==> src/rtl/tnd_pkg.sv <==
// tnd_pkg: shared types and constants for the tree node distance block
// widths of node, step and distance fields, controller states, command and status structs
// no dependencies
package tnd_pkg;

  localparam int unsigned NODE_W      = 10;
  localparam int unsigned TABLE_DEPTH = 1 << NODE_W;
  localparam int unsigned DIST_W      = 11;
  localparam int unsigned IN_DATA_W   = 24;  // two node fields padded to bytes
  localparam int unsigned OUT_DATA_W  = 16;  // distance padded to bytes

  localparam logic OP_LOAD  = 1'b0;
  localparam logic OP_QUERY = 1'b1;

  typedef logic [NODE_W-1:0] node_t;
  typedef logic [DIST_W-1:0] dist_t;

  typedef enum logic [3:0] {
    ST_INIT,
    ST_IDLE,
    ST_W1_FIRST,
    ST_W1,
    ST_W2_FIRST,
    ST_W2,
    ST_CLR_FIRST,
    ST_CLR,
    ST_DONE
  } state_e;

  typedef enum logic [1:0] {
    CUR_A,
    CUR_B,
    CUR_RD
  } cur_sel_e;

  typedef struct packed {
    logic     init_wr;   // clear one row of both tables during the reset sweep
    logic     load_wr;   // write one parent pointer from the input item
    logic     cap_in;    // capture query nodes, clear counters and flags
    cur_sel_e cur_sel;   // source of the current walk node
    logic     anc_wr;    // write mark and step count at the current node
    logic     anc_mark;  // mark value to write
    logic     s_inc;
    logic     t_inc;
    logic     k_inc;
    logic     set_err;
    logic     dist_ld;   // latch distance at the common ancestor
    logic     res_load;  // move finished result to the output register
  } tnd_cmd_t;

  typedef struct packed {
    logic cur_zero;   // current node is the root
    logic s_full;     // first walk used its full step budget
    logic t_full;     // second walk used its full step budget
    logic k_eq_s;     // clearing walk retraced the whole first path
    logic marked;     // node read last cycle is a marked ancestor
    logic init_last;  // reset sweep on its last row
  } tnd_sts_t;

endpackage

==> src/rtl/tnd_ctrl.sv <==
// tnd_ctrl: state machine sequencing reset sweep, loads, the two walks and the clearing walk
// drives tnd_dpath through tnd_cmd_t and owns the input and output handshakes
// depends on tnd_pkg
module tnd_ctrl (
  input  logic              clk_i,
  input  logic              rst_ni,
  input  logic              in_valid_i,
  input  logic              in_opcode_i,
  output logic              in_ready_o,
  input  logic              out_ready_i,
  output logic              out_valid_o,
  input  tnd_pkg::tnd_sts_t sts_i,
  output tnd_pkg::tnd_cmd_t cmd_o
);
  import tnd_pkg::*;

  state_e state_q, state_d;
  logic   out_valid_q, out_valid_d;

  always_ff @(posedge clk_i or negedge rst_ni) begin
    if (!rst_ni) begin
      state_q     <= ST_INIT;
      out_valid_q <= 1'b0;
    end else begin
      state_q     <= state_d;
      out_valid_q <= out_valid_d;
    end
  end

  always_comb begin
    state_d    = state_q;
    cmd_o      = '0;
    cmd_o.cur_sel = CUR_RD;
    in_ready_o = 1'b0;

    unique case (state_q)
      ST_INIT: begin
        cmd_o.init_wr = 1'b1;
        if (sts_i.init_last) state_d = ST_IDLE;
      end
      ST_IDLE: begin
        in_ready_o = 1'b1;
        if (in_valid_i) begin
          if (in_opcode_i == OP_QUERY) begin
            cmd_o.cap_in = 1'b1;
            state_d      = ST_W1_FIRST;
          end else begin
            cmd_o.load_wr = 1'b1;
          end
        end
      end
      ST_W1_FIRST, ST_W1: begin
        cmd_o.cur_sel  = (state_q == ST_W1_FIRST) ? CUR_A : CUR_RD;
        cmd_o.anc_wr   = 1'b1;
        cmd_o.anc_mark = 1'b1;
        priority if (sts_i.cur_zero) begin
          state_d = ST_W2_FIRST;
        end else if (sts_i.s_full) begin
          cmd_o.set_err = 1'b1;
          state_d       = ST_CLR_FIRST;
        end else begin
          cmd_o.s_inc = 1'b1;
          state_d     = ST_W1;
        end
      end
      ST_W2_FIRST: begin
        cmd_o.cur_sel = CUR_B;
        state_d       = ST_W2;
      end
      ST_W2: begin
        priority if (sts_i.marked) begin
          cmd_o.dist_ld = 1'b1;
          state_d       = ST_CLR_FIRST;
        end else if (sts_i.t_full) begin
          cmd_o.set_err = 1'b1;
          state_d       = ST_CLR_FIRST;
        end else begin
          cmd_o.t_inc = 1'b1;
        end
      end
      ST_CLR_FIRST, ST_CLR: begin
        cmd_o.cur_sel  = (state_q == ST_CLR_FIRST) ? CUR_A : CUR_RD;
        cmd_o.anc_wr   = 1'b1;
        cmd_o.anc_mark = 1'b0;
        if (sts_i.k_eq_s) begin
          state_d = ST_DONE;
        end else begin
          cmd_o.k_inc = 1'b1;
          state_d     = ST_CLR;
        end
      end
      ST_DONE: begin
        if (!out_valid_q || out_ready_i) begin
          cmd_o.res_load = 1'b1;
          state_d        = ST_IDLE;
        end
      end
      default: begin
        state_d = ST_IDLE;
      end
    endcase
  end

  always_comb begin
    out_valid_d = out_valid_q && !out_ready_i;
    if (cmd_o.res_load) out_valid_d = 1'b1;
  end

  assign out_valid_o = out_valid_q;

endmodule

==> config.mk <==
export PLATFORM = sky130hd
export DESIGN_NAME = tnd_ctrl
export DESIGN_NICKNAME = d
export VERILOG_FILES = /design/src/rtl/tnd_pkg.sv /design/src/rtl/tnd_ctrl.sv
export SDC_FILE = /design/constraint.sdc
export NUM_CORES = 1
export LEC_CHECK = 0
export ABC_AREA = 0
export BUFFER_PORTS_ARGS = -buffer_cell sky130_fd_sc_hd__buf_2
export CELL_PAD_IN_SITES_DETAIL_PLACEMENT = 0
export CELL_PAD_IN_SITES_GLOBAL_PLACEMENT = 1
export CORE_MARGIN = 1.5
export CORE_UTILIZATION = 29
export DETAILED_ROUTE_END_ITERATION = 6
export PLACE_DENSITY_LB_ADDON = 0.3
export SYNTH_ARGS = -nofsm -noshare
export SYNTH_HDL_FRONTEND = slang
export SYNTH_SLANG_ARGS = --single-unit
==> constraint.sdc <==
create_clock -name clk_i -period 3.7 [get_ports clk_i]
set_input_delay 0.74 -clock clk_i [delete_from_list [all_inputs] [get_ports clk_i]]
set_output_delay 0.74 -clock clk_i [all_outputs]
set_load 0.05 [all_outputs]
; ---- Word-level counts from Yosys, hierarchy flattened
; Index checks and enable logic that the tools add are counted.
[totals]
register_bits = 5
inputBits = 11
output_inout_bits = 15
elab_cells = 61
[op_classes]
n_eq_ne = 13
muxes = 38
reduce_logical = 8
[ops]
columns = cell, count
row1 = two-way mux 4 bit, 8
row2 = one-hot mux 4 bit (7 select lines), 1
row3 = two-way mux 1 bit, 21
row4 = "equality test 4 x 3 -> 1 bit, second input constant", 4
row5 = "equality test 4 x 2 -> 1 bit, second input constant", 2
row6 = two-way mux 2 bit, 4
row7 = "!= test 2 bit, second input constant", 4
row8 = one-hot mux 2 bit (3 select lines), 1
row9 = AND reduction 5 bit, 1
row10 = "equality test 4 x 1 -> 1 bit, second input constant", 1
row11 = "equality test 4 bit, second input constant", 1
row12 = zero test 4 bit, 1
row13 = one-hot mux 2 bit (2 select lines), 1
row14 = OR reduction 2 bit, 2
row15 = two-way mux 3 bit, 1
row16 = "!= test 3 bit, second input constant", 1
row17 = zero test 1 bit, 2
row18 = one-hot mux 1 bit (2 select lines), 1
row19 = logical AND 1 bit, 1
row20 = logical OR 1 bit, 1

; ---- Logic depth before layout (Yosys ltp)
[depth]
ltp_word = 5
ltp_mapped = 4

; ---- Least setup slack after synthesis
; Ideal clock, no wire load.
[synth_timing]
path_kind = flip-flop to output port
start = register state_q[3]
end = output cmd_o[11] (netlist name)
arrival_ns = 2.368
required_time_ns = 2.960
slack_ns = 0.592
stages_incl_launch_ff = 5
n_path_buf = 1
path_cell_list = dfrtp_1 -> buf_2 -> nor4b_2 -> nand2_1 -> nor2_1
[synth_lines]
columns = element, line
row1 = "start, declared", tnd_ctrl.sv:17  ; state_e state_q, state_d;
row2 = "start signal, assigned", tnd_ctrl.sv:25  ; state_q <= state_d;
row3 = "end, declared", tnd_ctrl.sv:13  ; output tnd_pkg::tnd_cmd_t cmd_o

==> out/qor.yml <==
cp_top_family: "simple AND/OR/NAND/NOR gates"
initial_core_util_pct: 32.0
synth_cell_types: 30
synthXorXnorAreaFrac_pct: 0
drive_gt1_share_pct: 39.2
maxCapViolations: 0
synth_top_family_by_area: "simple AND/OR/NAND/NOR gates"
antenna_found_initial: 0
setup_violations: 0
layout_commonest_cell: "buf_2"
synth-compound-area-share_pct: 15.0
drtIter0Drc: 7
path_cells: "or4b_1, a21oi_1, buf_2"
final_cell_mix: "buf_2, nor2_1, dfrtp_1"
worstMarginPinSlew_ps: 450
crit_fanout: 17
finalCriticalPeriod_ps: 2460
gp_congestion: 0.741
clk_latency_ps: 240
tns_ps: 0
finalClockSkew_ps: 1.13
path_clk_slew_ps: 40
synth_nets: 64
status: "finished, final reports clean"
ioPinCount: 26
cts_buffers: 3
overflow: 0
diodes: 0
reg2reg_depth: 3
synthSimpleGateAreaFrac_pct: 46.6
hold_viol: 0
synthCells: 53
pre_cts_ws_ps: 1500
arrival_ps: 1720
critPathMaxStageDelay_ps: 550
clock_sinks: 5
hpwlAfterDp_um: 784
final_antenna_net_count: 0
critical_path_class: "reg2out"
drcViolationCount: 0
grt_first_pass_wirelength_mm: 1.47
die_x_um: 41.4
cts_hold_buf: 0
rsz0062_at_grt: "no"
finalMaxSlewViolations: 0
finalWorstSetupSlack_ps: 1240
final_nets: 91
htree_levels: 1
grt_max_degree: 18
synth_area_um2: 427
synthAdderAreaFrac_pct: 0
avgSynthCellArea_um2: 8.05
crit_slowest_cell: "or4b_1"
path_depth: 3
die_h_um: 41.4
viasPerCell: 4.99
period_share_pct: 66.4
die-area_um2: 1710
yosysSeqAreaShare_pct: 29.3
synth_mux_area_share_pct: 2.35
wl_per_cell_um: 10.6
numPortBuffers: 25
fp.coreArea_um2: 1330
cts_resized: 0
num_rows: 13
synth_seq_cells: 5
crit_required_ps: 2960
p_per_area_nw_per_um2: 921
relSlewSlack_pct: 70.0
hold_class: "in2async"
p_leak_uw: 0.000309
cp-end-kind: "primary output"
max_clock_freq_mhz: 407
peakVddDrop_mv: 0.326
cts_tree: "done"
routed_wl_um: 999
cts-root-buf: "clkbuf_4"
yosysWarnings: 0
areaGrowthSynthToFinish_pct: 35.8
first_global_vias: 369
cts_max_path_buffers: 2
track_usage_pct: 13.6
vias: 469
worst_setup_path_start_kind: "flip-flop"
post-cts-setup-buffer-count: 0
critPathBufInv: 1
first_pass_iters: 4
-- where the power goes --
group | total (µW) | leakage, µW | switching [µW] | internal (µW)
clock network | 63.6 | 0.0000150 | 22.8 | 40.8
registers | 127 | 0.0000642 | 53.0 | 73.6
logic | 343 | 0.000230 | 240 | 103
-- worst paths after layout --
kind | startpoint | to | slack [ps]
min | rst_ni | out_valid_o | 300
min reg2reg | out_valid_o | out_valid_o | 560
min in group clk_i | out_valid_o | out_valid_o | 560
max | state_q[1] | cmd_o[0] | 1240
max reg2reg | state_q[1] | state_q[0] | 2250
max in group asynchronous | rst_ni | state_q[3] | 3270
-- flip-flops by register name (all words and copies together) (netlist names) --
signal       flops
state_q          4
out_valid_o      1
-- logic make-up (layout without fill, tap and decap cells) --
family	after synthesis	after routing
buffers and inverters	6	32
muxes	1	1
and+or+nand+nor	31	31
AOI/OAI and AO/OA	10	10
DFF	5	5
-- synth_stat cells --
| cell type | n | area, µm² |
|---|---|---|
| nand2_1 | 4 | 15.0 |
| or2_2 | 1 | 6.26 |
| o21ai_0 | 1 | 5.00 |
| nor2_1 | 5 | 18.8 |
| nand3b_1 | 2 | 15.0 |
| a21oi_1 | 4 | 20.0 |
| a211oi_2 | 1 | 12.5 |
| nor4_1 | 1 | 6.26 |
| nand2b_1 | 1 | 6.26 |
| nor2b_1 | 3 | 18.8 |
| nand4b_1 | 1 | 8.76 |
| or3b_1 | 2 | 17.5 |
| and4bb_1 | 1 | 12.5 |
| nand3_1 | 1 | 5.00 |
| a31oi_1 | 1 | 6.26 |
| mux2i_1 | 1 | 10.0 |
| or3_1 | 1 | 6.26 |
| nor3_1 | 1 | 5.00 |
| dfrtp_1 | 5 | 125 |
| inv_1 | 3 | 11.3 |
| buf_2 | 2 | 10.0 |
| and2_1 | 3 | 18.8 |
| nor4b_2 | 1 | 15.0 |
| o21ai_1 | 1 | 5.00 |
| or4b_1 | 1 | 10.0 |
| o22ai_1 | 1 | 6.26 |
| and3_1 | 1 | 6.26 |
| a311oi_1 | 1 | 8.76 |
| nor3b_1 | 1 | 7.51 |
| buf_4 | 1 | 7.51 |
-- layout make-up --
type / instances / area [µm²]
Clock buffer: 4 / 26.3
Timing Repair Buffer: 25 / 125
Tap cell: 15 / 18.8
Inverter: 3 / 11.3
Multi-Input combinational cell: 42 / 273
Fill cell: 146 / 754
Sequential cell: 5 / 125
-- through the flow --
stage          power [µW]  instances  hold WS [ps]  util, %  instance area [µm²]
6_report              533         94           300     43.4                  579
5_1_grt               573         94           293     43.4                  579
3_5_place_dp          474         90           557     41.5                  553
4_1_cts               541         94           292     43.4                  579
3_3_place_gp          474         90           547     41.5                  553
2_1_floorplan         406         53           444        -                  427
-- layer usage --
metal	global-route usage, %	part of all wire, %	vias up
met4	9.68	1.7	0
met1	17.4	46	208
met2	21.1	46	15
met5	0	0	-
met3	1.60	6.0	2
li1	-	-	244
(Power assumes the default switching activity.)
